### src/hw/rtl/shwr_pkg.sv
// Shared types, constants and codes for the single-wire humidity sensor reader.
// Used by every module of the block; depends on nothing.
package shwr_pkg;

	// Frame and period limits of the sensor protocol.
	localparam int FRAME_BYTES = 5;
	localparam logic [5:0] FRAME_BITS = 6'd40;
	localparam logic [6:0] MAX_PERIODS = 7'd85;
	localparam logic [6:0] FIRST_BIT_PERIOD = 7'd4;

	// Register reset values.
	localparam logic [15:0] START_LOW_RESET = 16'd18000;
	localparam logic [7:0] RELEASE_RESET = 8'd40;
	localparam logic [7:0] THRESHOLD_RESET = 8'd50;
	localparam logic [7:0] TIMEOUT_RESET = 8'd255;

	// Command queue geometry.
	localparam int QUEUE_DEPTH = 2;
	localparam int QUEUE_PTR_W = $clog2(QUEUE_DEPTH);
	localparam int QUEUE_CNT_W = $clog2(QUEUE_DEPTH + 1);
	localparam logic [QUEUE_CNT_W-1:0] QUEUE_FULL = QUEUE_CNT_W'(QUEUE_DEPTH);
	localparam logic [QUEUE_PTR_W-1:0] QUEUE_PTR_LAST = QUEUE_PTR_W'(QUEUE_DEPTH - 1);

	// Configuration register indexes.
	typedef enum logic [1:0] {
		CFG_START_LOW = 2'd0,
		CFG_RELEASE = 2'd1,
		CFG_THRESHOLD = 2'd2,
		CFG_TIMEOUT = 2'd3
	} cfg_idx_t;

	// Read sequencer phases.
	typedef enum logic [1:0] {
		PH_IDLE,
		PH_LOW,
		PH_RELEASE,
		PH_MEASURE
	} phase_t;

	// Kind of work a tick carries.
	typedef enum logic {
		CMD_TICK,
		CMD_START
	} cmd_kind_t;

	// One input tick.
	typedef struct packed {
		logic mode;
		logic pin_level;
		logic [3:0] sensor_tag;
	} in_t;

	// One result per tick.
	typedef struct packed {
		logic drive_low;
		logic busy_res;
		logic done_res;
		logic good;
		logic [7:0] humidity_whole;
		logic [7:0] humidity_tenths;
		logic [7:0] temperature_whole;
		logic [7:0] temperature_tenths;
		logic [3:0] tag_out;
	} out_t;

	// Classified tick as it travels through the queue.
	typedef struct packed {
		cmd_kind_t kind;
		logic level;
		logic [3:0] tag;
	} cmd_t;

	// Queue status seen by both sides.
	typedef struct packed {
		logic full;
		logic empty;
	} q_status_t;

endpackage

### src/hw/rtl/single_wire_humidity_sensor_reader.sv
// Top level of the single-wire humidity sensor reader.
// Depends on shwr_pkg, shwr_front, shwr_queue and shwr_back.
//
// Channel   Handshake                Carries
// sample    sample_valid/stall       mode, pin_level, sensor_tag (one tick)
// result    result_valid/stall       wire drive, busy, done, good, four bytes, tag
// cfg       cfg_valid/cfg_ready      register index and write data
//
// One tick is taken per cycle and gives one result while no result stall holds
// the flow; the sequencer step is combinational, so the rate is one item per clock.
// After a tick transfer, the front stage, the queue entry and the result register
// load in that order before result valid rises.
// Reset puts all but the payload registers at their defaults and the sequencer idle.
// A result stall holds the result register; the queue then fills, and with
// ticks back to back sample_stall rises once the queue is full.
module single_wire_humidity_sensor_reader (
	input  logic                clk,
	input  logic                arst_n,
	input  logic                sample_valid,
	output logic                sample_stall,
	input  shwr_pkg::in_t       sample,
	output logic                result_valid,
	input  logic                result_stall,
	output shwr_pkg::out_t      result,
	input  logic                cfg_valid,
	output logic                cfg_ready,
	input  logic [1:0]          cfg_index,
	input  logic [15:0]         cfg_data
);

	logic push;
	logic pop;
	shwr_pkg::cmd_t push_cmd;
	shwr_pkg::cmd_t head;
	shwr_pkg::q_status_t q_stat;

	// Tick intake and classification.
	shwr_front u_front (
		.clk          (clk),
		.arst_n       (arst_n),
		.sample_valid (sample_valid),
		.sample_stall (sample_stall),
		.sample       (sample),
		.push         (push),
		.push_cmd     (push_cmd),
		.q_stat       (q_stat)
	);

	// Command queue.
	shwr_queue u_queue (
		.clk      (clk),
		.arst_n   (arst_n),
		.push     (push),
		.push_cmd (push_cmd),
		.pop      (pop),
		.head     (head),
		.q_stat   (q_stat)
	);

	// Read sequencer and result register.
	shwr_back u_back (
		.clk          (clk),
		.arst_n       (arst_n),
		.head         (head),
		.q_stat       (q_stat),
		.pop          (pop),
		.cfg_valid    (cfg_valid),
		.cfg_ready    (cfg_ready),
		.cfg_index    (cfg_index),
		.cfg_data     (cfg_data),
		.result_valid (result_valid),
		.result_stall (result_stall),
		.result       (result)
	);

`ifndef SYNTHESIS
	// The queue cannot be full and empty at once.
	a_queue_state: assert property (@(posedge clk) disable iff (!arst_n)
		!(q_stat.full && q_stat.empty))
		else $error("queue reports full and empty together");

	// The intake stalls only against a full queue.
	a_stall_cause: assert property (@(posedge clk) disable iff (!arst_n)
		sample_stall |-> q_stat.full)
		else $error("sample stall without a full queue");

	// A finished read leaves the sequencer idle.
	a_done_idle: assert property (@(posedge clk) disable iff (!arst_n)
		(result_valid && result.done_res) |-> !result.busy_res)
		else $error("done result while still busy");

	// Driving the wire low only happens during a read.
	a_drive_busy: assert property (@(posedge clk) disable iff (!arst_n)
		(result_valid && result.drive_low) |-> (result.busy_res && !result.done_res))
		else $error("wire driven low outside a read");
`endif

endmodule

### src/hw/rtl/shwr_front.sv
// Front end: takes input ticks, classifies them and pushes them into the queue.
// Depends on shwr_pkg.
module shwr_front (
	input  logic                clk,
	input  logic                arst_n,
	input  logic                sample_valid,
	output logic                sample_stall,
	input  shwr_pkg::in_t       sample,
	output logic                push,
	output shwr_pkg::cmd_t      push_cmd,
	input  shwr_pkg::q_status_t q_stat
);

	logic valid_s1;
	shwr_pkg::cmd_t cmd_s1;

	// The stage holds its tick while the queue is full.
	assign sample_stall = valid_s1 && q_stat.full;
	assign push = valid_s1 && !q_stat.full;
	assign push_cmd = cmd_s1;

	// Stage valid flag.
	always_ff @(posedge clk or negedge arst_n) begin
		if (!arst_n) begin
			valid_s1 <= 1'b0;
		end else if (!sample_stall) begin
			valid_s1 <= sample_valid;
		end
	end

	// Classify the tick on each transfer.
	always_ff @(posedge clk) begin
		if (sample_valid && !sample_stall) begin
			cmd_s1.kind <= sample.mode ? shwr_pkg::CMD_START : shwr_pkg::CMD_TICK;
			cmd_s1.level <= sample.pin_level;
			cmd_s1.tag <= sample.sensor_tag;
		end
	end

endmodule

### src/hw/rtl/shwr_queue.sv
// Short command queue between the front end and the read sequencer.
// Depends on shwr_pkg.
module shwr_queue (
	input  logic                clk,
	input  logic                arst_n,
	input  logic                push,
	input  shwr_pkg::cmd_t      push_cmd,
	input  logic                pop,
	output shwr_pkg::cmd_t      head,
	output shwr_pkg::q_status_t q_stat
);

	shwr_pkg::cmd_t entries_q [shwr_pkg::QUEUE_DEPTH];
	logic [shwr_pkg::QUEUE_PTR_W-1:0] wr_ptr_q;
	logic [shwr_pkg::QUEUE_PTR_W-1:0] rd_ptr_q;
	logic [shwr_pkg::QUEUE_CNT_W-1:0] count_q;

	assign head = entries_q[rd_ptr_q];
	assign q_stat.full = (count_q == shwr_pkg::QUEUE_FULL);
	assign q_stat.empty = (count_q == '0);

	// Entry storage.
	always_ff @(posedge clk) begin
		if (push) begin
			entries_q[wr_ptr_q] <= push_cmd;
		end
	end

	// Pointers and fill count.
	always_ff @(posedge clk or negedge arst_n) begin
		if (!arst_n) begin
			wr_ptr_q <= '0;
			rd_ptr_q <= '0;
			count_q <= '0;
		end else begin
			if (push) begin
				wr_ptr_q <= (wr_ptr_q == shwr_pkg::QUEUE_PTR_LAST) ? '0
					: wr_ptr_q + shwr_pkg::QUEUE_PTR_W'(1);
			end
			if (pop) begin
				rd_ptr_q <= (rd_ptr_q == shwr_pkg::QUEUE_PTR_LAST) ? '0
					: rd_ptr_q + shwr_pkg::QUEUE_PTR_W'(1);
			end
			if (push && !pop) begin
				count_q <= count_q + shwr_pkg::QUEUE_CNT_W'(1);
			end else if (pop && !push) begin
				count_q <= count_q - shwr_pkg::QUEUE_CNT_W'(1);
			end
		end
	end

endmodule

### src/hw/rtl/shwr_back.sv
// Back end: configuration registers, read sequencer and the result register.
// Depends on shwr_pkg.
module shwr_back (
	input  logic                clk,
	input  logic                arst_n,
	input  shwr_pkg::cmd_t      head,
	input  shwr_pkg::q_status_t q_stat,
	output logic                pop,
	input  logic                cfg_valid,
	output logic                cfg_ready,
	input  logic [1:0]          cfg_index,
	input  logic [15:0]         cfg_data,
	output logic                result_valid,
	input  logic                result_stall,
	output shwr_pkg::out_t      result
);

	// Configuration registers.
	logic [15:0] start_low_q;
	logic [7:0] release_q;
	logic [7:0] threshold_q;
	logic [7:0] timeout_q;

	// Sequencer state.
	shwr_pkg::phase_t phase_q, phase_d;
	logic [15:0] ticks_q, ticks_d;
	logic prev_q, prev_d;
	logic [7:0] len_q, len_d;
	logic [6:0] idx_q, idx_d;
	logic [5:0] bits_q, bits_d;
	logic [7:0] frame_q [shwr_pkg::FRAME_BYTES];
	logic [7:0] frame_d [shwr_pkg::FRAME_BYTES];
	logic [3:0] tag_q, tag_d;

	// Step results.
	logic drive;
	logic done;
	logic good;
	logic [8:0] limit;
	logic [8:0] len_inc;
	logic one_bit;
	logic [2:0] byte_sel;
	logic [7:0] sum;
	shwr_pkg::out_t res_d;

	logic advance;
	logic result_valid_q;
	shwr_pkg::out_t result_q;

	// The result register takes a new tick when empty or when its transfer completes.
	assign advance = !result_valid_q || !result_stall;
	assign pop = !q_stat.empty && advance;
	assign cfg_ready = 1'b1;
	assign result_valid = result_valid_q;
	assign result = result_q;

	// Register writes.
	always_ff @(posedge clk or negedge arst_n) begin
		if (!arst_n) begin
			start_low_q <= shwr_pkg::START_LOW_RESET;
			release_q <= shwr_pkg::RELEASE_RESET;
			threshold_q <= shwr_pkg::THRESHOLD_RESET;
			timeout_q <= shwr_pkg::TIMEOUT_RESET;
		end else if (cfg_valid) begin
			case (shwr_pkg::cfg_idx_t'(cfg_index))
				shwr_pkg::CFG_START_LOW: start_low_q <= cfg_data;
				shwr_pkg::CFG_RELEASE: release_q <= cfg_data[7:0];
				shwr_pkg::CFG_THRESHOLD: threshold_q <= cfg_data[7:0];
				shwr_pkg::CFG_TIMEOUT: timeout_q <= cfg_data[7:0];
				default: ;
			endcase
		end
	end

	// One tick of the sequencer: start, low drive, release, then period timing.
	always_comb begin
		phase_d = phase_q;
		ticks_d = ticks_q;
		prev_d = prev_q;
		len_d = len_q;
		idx_d = idx_q;
		bits_d = bits_q;
		frame_d = frame_q;
		tag_d = tag_q;
		drive = 1'b0;
		done = 1'b0;
		good = 1'b0;
		limit = (timeout_q == 8'd0) ? 9'd256 : {1'b0, timeout_q};
		len_inc = {1'b0, len_q} + 9'd1;
		one_bit = 1'b0;
		byte_sel = bits_q[5:3];
		sum = 8'd0;

		if (head.kind == shwr_pkg::CMD_START) begin
			phase_d = shwr_pkg::PH_LOW;
			ticks_d = 16'd0;
			prev_d = 1'b1;
			len_d = 8'd0;
			idx_d = 7'd0;
			bits_d = 6'd0;
			frame_d = '{default: 8'd0};
			tag_d = head.tag;
		end

		if (phase_d == shwr_pkg::PH_LOW) begin
			if (ticks_d < start_low_q) begin
				drive = 1'b1;
				ticks_d = ticks_d + 16'd1;
			end else begin
				phase_d = shwr_pkg::PH_RELEASE;
				ticks_d = 16'd0;
			end
		end

		if (phase_d == shwr_pkg::PH_RELEASE) begin
			if (ticks_d < {8'd0, release_q}) begin
				ticks_d = ticks_d + 16'd1;
			end else begin
				phase_d = shwr_pkg::PH_MEASURE;
				ticks_d = 16'd0;
			end
		end else if (phase_d == shwr_pkg::PH_MEASURE) begin
			len_inc = {1'b0, len_d} + 9'd1;
			if (head.level == prev_d) begin
				// Same level: the period grows until it times out.
				if (len_inc >= limit) begin
					done = 1'b1;
				end else begin
					len_d = len_inc[7:0];
				end
			end else begin
				// Level change: periods with an even index from the fifth on carry a data bit, up to forty bits.
				if (idx_d >= shwr_pkg::FIRST_BIT_PERIOD && !idx_d[0]
						&& bits_d < shwr_pkg::FRAME_BITS) begin
					one_bit = (len_d > threshold_q);
					byte_sel = bits_d[5:3];
					frame_d[byte_sel] = {frame_d[byte_sel][6:0], one_bit};
					bits_d = bits_d + 6'd1;
				end
				prev_d = head.level;
				idx_d = idx_d + 7'd1;
				if (idx_d >= shwr_pkg::MAX_PERIODS) begin
					done = 1'b1;
				end else if (limit == 9'd1) begin
					done = 1'b1;
				end else begin
					len_d = 8'd1;
				end
			end
			if (done) begin
				phase_d = shwr_pkg::PH_IDLE;
				sum = frame_d[0] + frame_d[1] + frame_d[2] + frame_d[3];
				good = (bits_d >= shwr_pkg::FRAME_BITS) && (frame_d[4] == sum);
			end
		end

		res_d.drive_low = drive;
		res_d.busy_res = (phase_d != shwr_pkg::PH_IDLE);
		res_d.done_res = done;
		res_d.good = good;
		res_d.humidity_whole = done ? frame_d[0] : 8'd0;
		res_d.humidity_tenths = done ? frame_d[1] : 8'd0;
		res_d.temperature_whole = done ? frame_d[2] : 8'd0;
		res_d.temperature_tenths = done ? frame_d[3] : 8'd0;
		res_d.tag_out = done ? tag_d : 4'd0;
	end

	// Phase register.
	always_ff @(posedge clk or negedge arst_n) begin
		if (!arst_n) begin
			phase_q <= shwr_pkg::PH_IDLE;
		end else if (pop) begin
			phase_q <= phase_d;
		end
	end

	// Counters, frame bytes and tag.
	always_ff @(posedge clk or negedge arst_n) begin
		if (!arst_n) begin
			ticks_q <= 16'd0;
			prev_q <= 1'b1;
			len_q <= 8'd0;
			idx_q <= 7'd0;
			bits_q <= 6'd0;
			frame_q <= '{default: 8'd0};
			tag_q <= 4'd0;
		end else if (pop) begin
			ticks_q <= ticks_d;
			prev_q <= prev_d;
			len_q <= len_d;
			idx_q <= idx_d;
			bits_q <= bits_d;
			frame_q <= frame_d;
			tag_q <= tag_d;
		end
	end

	// Result register valid flag.
	always_ff @(posedge clk or negedge arst_n) begin
		if (!arst_n) begin
			result_valid_q <= 1'b0;
		end else if (advance) begin
			result_valid_q <= !q_stat.empty;
		end
	end

	// Result payload.
	always_ff @(posedge clk) begin
		if (pop) begin
			result_q <= res_d;
		end
	end

endmodule

### config.mk
export PLATFORM = sky130hd
export DESIGN_NAME = single_wire_humidity_sensor_reader
export DESIGN_NICKNAME = d
export VERILOG_FILES = /design/src/hw/rtl/shwr_pkg.sv /design/src/hw/rtl/single_wire_humidity_sensor_reader.sv /design/src/hw/rtl/shwr_front.sv /design/src/hw/rtl/shwr_queue.sv /design/src/hw/rtl/shwr_back.sv
export SDC_FILE = /design/constraint.sdc
export NUM_CORES = 1
export LEC_CHECK = 0
export BUFFER_PORTS_ARGS = -buffer_cell sky130_fd_sc_hd__buf_2
export CAP_MARGIN = 40
export CORE_UTILIZATION = 60
export DETAILED_ROUTE_END_ITERATION = 10
export PLACE_DENSITY = 0.83
export SYNTH_ARGS = -nofsm -noshare
export SYNTH_HDL_FRONTEND = slang
export SYNTH_SLANG_ARGS = --single-unit
export TNS_END_PERCENT = 30
### constraint.sdc
create_clock -name clk -period 7.5 [get_ports clk]
set_clock_uncertainty 0.05 [all_clocks]
set_input_delay 0.75 -clock clk [delete_from_list [all_inputs] [get_ports clk]]
set_output_delay 0.75 -clock clk [all_outputs]
set_load 0.02 [all_outputs]
==> reports/metrics.json <==
{
  "pwr": {
    "power_density_mw_per_mm2": 255,
    "p_leak_uw": 0.00535,
    "max-vdd-ir-drop_uv": 243
  },
  "clock_network": {
    "clk_path_buf_depth": 2,
    "number_of_setup_buffers_added_after_cts": 0,
    "path_clk_slew_ns": 0.08,
    "tritoncts": "done",
    "clk_latency_ns": 0.44,
    "cts_made_buffers": 17,
    "cts_root_buffer": "sky130_fd_sc_hd__clkbuf_16",
    "postCtsResizedCells": 0,
    "cts-hold-fix-buffers": 0,
    "tritoncts_num_sinks": 188,
    "cts_htree_levels": 4
  },
  "route": {
    "met2WireLength_um": 12400,
    "top_layer_used_by_detailed_routing": "met4",
    "route.detailed.drc": 0,
    "wirelength_um": 25400,
    "met3_wire_length_um": 1770,
    "detailroute.via_count": 8771,
    "initialDrtViolationCount": 953,
    "routedWlPerCell_um": 17.8,
    "drt_pre_antenna_iters": 6,
    "ant_nets": 0,
    "met1_length_um": 10800,
    "avgViaCountPerCell": 6.14
  },
  "logic_synthesis": {
    "yosys_register_bits": 188,
    "synth-main-ff-cell": "sky130_fd_sc_hd__dfrtp_1",
    "post_synth_main_area_contributors": "sky130_fd_sc_hd__dfrtp_1 (25%), sky130_fd_sc_hd__edfxtp_1 (16%), sky130_fd_sc_hd__ha_1 (5.9%)",
    "yosysTopAreaCell": "sky130_fd_sc_hd__dfrtp_1",
    "synth.cells.most_frequent": "sky130_fd_sc_hd__nand2_1 (136), sky130_fd_sc_hd__dfrtp_1 (111), sky130_fd_sc_hd__o21ai_0 (97)",
    "synth.cell_area_mm2": 0.0111,
    "async_flop_share_pct": 69.1,
    "post_synth_num_cell_types": 72,
    "synthMostInstantiatedCell": "sky130_fd_sc_hd__nand2_1",
    "synth_largest_type_area_fraction_pct": 25.0,
    "synthesis.nets": 1235,
    "synthesis.yosys.warnings": 0,
    "yosysSeqAreaShare_pct": 45.3,
    "synthesis.area_per_instance_um2": 9.73,
    "synth_enable_flop_cells": 58,
    "netlist_instances": 1140
  },
  "worst_setup_path": {
    "timing.critical_path.to_type": "flop",
    "critPathKind": "flop to flop",
    "regToRegStartpoint": "u_queue.rd_ptr_q",
    "crit_start": "u_queue.rd_ptr_q",
    "worstPathArrival_ns": 6.44,
    "cp.required_ns": 7.66,
    "reg2reg_setup_slack_ns": 1.22,
    "reg2reg_to": "u_back.result[36]",
    "critical_path.endpoint": "u_back.result[36]",
    "worst_setup_path_start_kind": "flop",
    "reg2reg_depth": 27,
    "crit_path_max_fanout": 11
  },
  "die": {
    "floorplan.initialDensity_pct": 61.5,
    "floorplan.core_area_mm2": 0.0180,
    "design.die.area_mm2": 0.0190,
    "floorplan.die.height_um": 138,
    "std_cell_rows": 49,
    "die_x_um": 138,
    "floorplan.io_pins": 72
  },
  "global_routing": {
    "first_pass_grt_wire_length_um": 42100,
    "antenna_found_initial": 0,
    "globalRoute.totalOverflow": 0,
    "grt_pass1_vias": 8419,
    "grt_start_max_net_pins": 74,
    "grt.total_usage_pct": 28.8
  },
  "layout": {
    "fin_util_pct": 67.9,
    "final_design_area_no_fill_mm2": 0.0122,
    "fillerInstances": 1405,
    "layout-drive-gt1-share_pct": 15.2,
    "syn2layout_area_growth_pct": 10.4,
    "n_antenna_cell": 0,
    "nNetsFinal": 1282
  },
  "sta": {
    "finalHoldViolations": 0,
    "timing_worst_slew_pin_value_ns": 0.936,
    "maxSlewViolCount": 0,
    "rsz0062_at_grt": "false",
    "fin_crit_ns": 6.28,
    "slew_headroom_pct": 37.2,
    "fin_setup_tns_ns": 0,
    "final-setup-viol-count": 0,
    "period_share_pct": 83.7,
    "postLayoutSetupSlackWorst_ns": 1.22,
    "timing_limited_maximum_frequency_mhz": 159
  },
  "place": {
    "place.detailed.hpwl_um": 17600,
    "dpl-instance-area_mm2": 0.0117,
    "port-buffer-count": 70,
    "dp_worst_setup_slack_ns": 1.41,
    "gp_congestion": 0.888
  },
  "status": {
    "outcome": "finished clean"
  },
  "run": {
    "drv.max_cap_violation_count": 0
  },
  "hold_path": {
    "hold_path_class": "input port to async pin"
  }
}
-- how the worst min path moves through the flow --
stage / end / cells past startpoint / from
2_1_floorplan: u_queue.entries_q[0][0] / 0 / u_front.push_cmd[0]
5_1_grt: u_back.frame_q[0] / 1 / arst_n
6_report: u_back.frame_q[0] / 1 / arst_n
3_5_place_dp: u_queue.entries_q[0][1] / 0 / u_front.push_cmd[1]
3_3_place_gp: u_queue.entries_q[0][4] / 0 / u_front.push_cmd[4]
4_1_cts: u_back.frame_q[0] / 1 / arst_n
-- metal layers --
metal,vias up,GRT usage (%)
met5,-,0
met4,0,9.06
met3,43,4.86
met2,390,46.8
met1,4235,39.4
li1,4103,-
-- layout make-up --
type | instances | area (um2) | share of cell area (%)
Multi-Input combinational cell | 812 | 5550 | 45.3
Sequential cell | 188 | 5020 | 41.0
Timing Repair Buffer | 81 | 488 | 3.99
Clock buffer | 17 | 425 | 3.48
Inverter | 87 | 327 | 2.67
Tap cell | 229 | 287 | 2.34
Clock inverter | 15 | 146 | 1.20
-- flip-flops by register name, indices dropped and copies added (netlist names), 2 cells and up --
register            count
u_front.push_cmd        6
u_queue.count_q         2
u_back.start_low_q     16
u_back.threshold_q      8
u_back.bits_q           6
u_back.frame_q         40
u_back.release_q        8
u_back.ticks_q         16
u_queue.entries_q      12
u_back.len_q            8
u_back.timeout_q        8
u_back.tag_q            4
u_back.phase_q          2
u_back.result          40
u_back.idx_q            7
-- cell usage in the layout, fill, tap and decap left out, types with 5 or more instances in the layout --
master,count
sky130_fd_sc_hd__nand4_1,11
sky130_fd_sc_hd__ha_1,52
sky130_fd_sc_hd__nor3_1,17
sky130_fd_sc_hd__a21o_1,6
sky130_fd_sc_hd__nand3b_1,5
sky130_fd_sc_hd__and2_1,22
sky130_fd_sc_hd__clkbuf_16,17
sky130_fd_sc_hd__a31oi_1,20
sky130_fd_sc_hd__a22o_1,23
sky130_fd_sc_hd__nand2_1,136
sky130_fd_sc_hd__a21oi_1,44
sky130_fd_sc_hd__xor2_1,20
sky130_fd_sc_hd__mux2_2,29
sky130_fd_sc_hd__mux2i_1,20
sky130_fd_sc_hd__or3_1,7
sky130_fd_sc_hd__nand3_1,31
sky130_fd_sc_hd__dfstp_2,19
sky130_fd_sc_hd__mux4_2,6
sky130_fd_sc_hd__buf_4,8
sky130_fd_sc_hd__o21ai_0,95
sky130_fd_sc_hd__inv_1,86
sky130_fd_sc_hd__dfrtp_1,111
sky130_fd_sc_hd__inv_6,6
sky130_fd_sc_hd__o21ai_1,9
sky130_fd_sc_hd__inv_8,5
sky130_fd_sc_hd__and3_1,23
sky130_fd_sc_hd__edfxtp_1,58
sky130_fd_sc_hd__xnor2_1,31
sky130_fd_sc_hd__nor2_1,86
sky130_fd_sc_hd__o31ai_1,8
sky130_fd_sc_hd__fa_1,14
sky130_fd_sc_hd__nor2b_1,6
sky130_fd_sc_hd__nand2b_1,13
sky130_fd_sc_hd__nor4_1,5
sky130_fd_sc_hd__buf_2,69
-- cells by family after synthesis --
logic type / count (synthesis) / share of synthesized area [%]
other cells: 1 / 0.0338
flops: 188 / 45.3
compound gates: 254 / 14.5
buf+inv: 140 / 5.02
simple gates: 381 / 16.3
mux: 58 / 6.30
xor+xnor: 52 / 4.23
fa+ha+maj: 66 / 8.39
-- stage by stage --
step,total power (uW),hold slack (ns),instances
final,3110,0.236,1429
after global routing,3270,0.262,1429
after CTS,3120,0.239,1429
after detailed placement,2250,0.381,1397
after global placement,2210,0.376,1394
after floorplan,1980,0.371,1140
-- report_power, final --
group          switching [uW]  total [uW]  leakage, uW  internal, uW
sequential               98.8        1370      0.00225          1270
clock                     435         880     0.000284           445
combinational             600         866      0.00282           266
total                    1130        3110      0.00535          1980
-- critical path: stages (launching register included) --
cell	delay (ns)
sky130_fd_sc_hd__dfrtp_1	0.65
sky130_fd_sc_hd__mux2i_4	0.54
sky130_fd_sc_hd__nand2_1	0.14
sky130_fd_sc_hd__inv_1	0.13
sky130_fd_sc_hd__ha_1	0.26
sky130_fd_sc_hd__a21oi_1	0.15
sky130_fd_sc_hd__nor2b_1	0.06
sky130_fd_sc_hd__o21ai_0	0.19
sky130_fd_sc_hd__nand2b_1	0.09
sky130_fd_sc_hd__a221oi_1	0.31
sky130_fd_sc_hd__or2_0	0.32
sky130_fd_sc_hd__nor2_1	0.09
sky130_fd_sc_hd__a31oi_1	0.32
sky130_fd_sc_hd__fa_1	0.24
sky130_fd_sc_hd__inv_1	0.05
sky130_fd_sc_hd__fa_1	0.49
sky130_fd_sc_hd__ha_1	0.18
sky130_fd_sc_hd__inv_1	0.06
sky130_fd_sc_hd__fa_1	0.41
sky130_fd_sc_hd__inv_1	0.08
sky130_fd_sc_hd__a21oi_1	0.06
sky130_fd_sc_hd__o21bai_1	0.22
sky130_fd_sc_hd__a21o_1	0.16
sky130_fd_sc_hd__a21oi_1	0.07
sky130_fd_sc_hd__xnor2_1	0.17
sky130_fd_sc_hd__xnor3_1	0.26
sky130_fd_sc_hd__xor2_1	0.14
sky130_fd_sc_hd__and3_1	0.14
(Power assumes the default switching activity.)
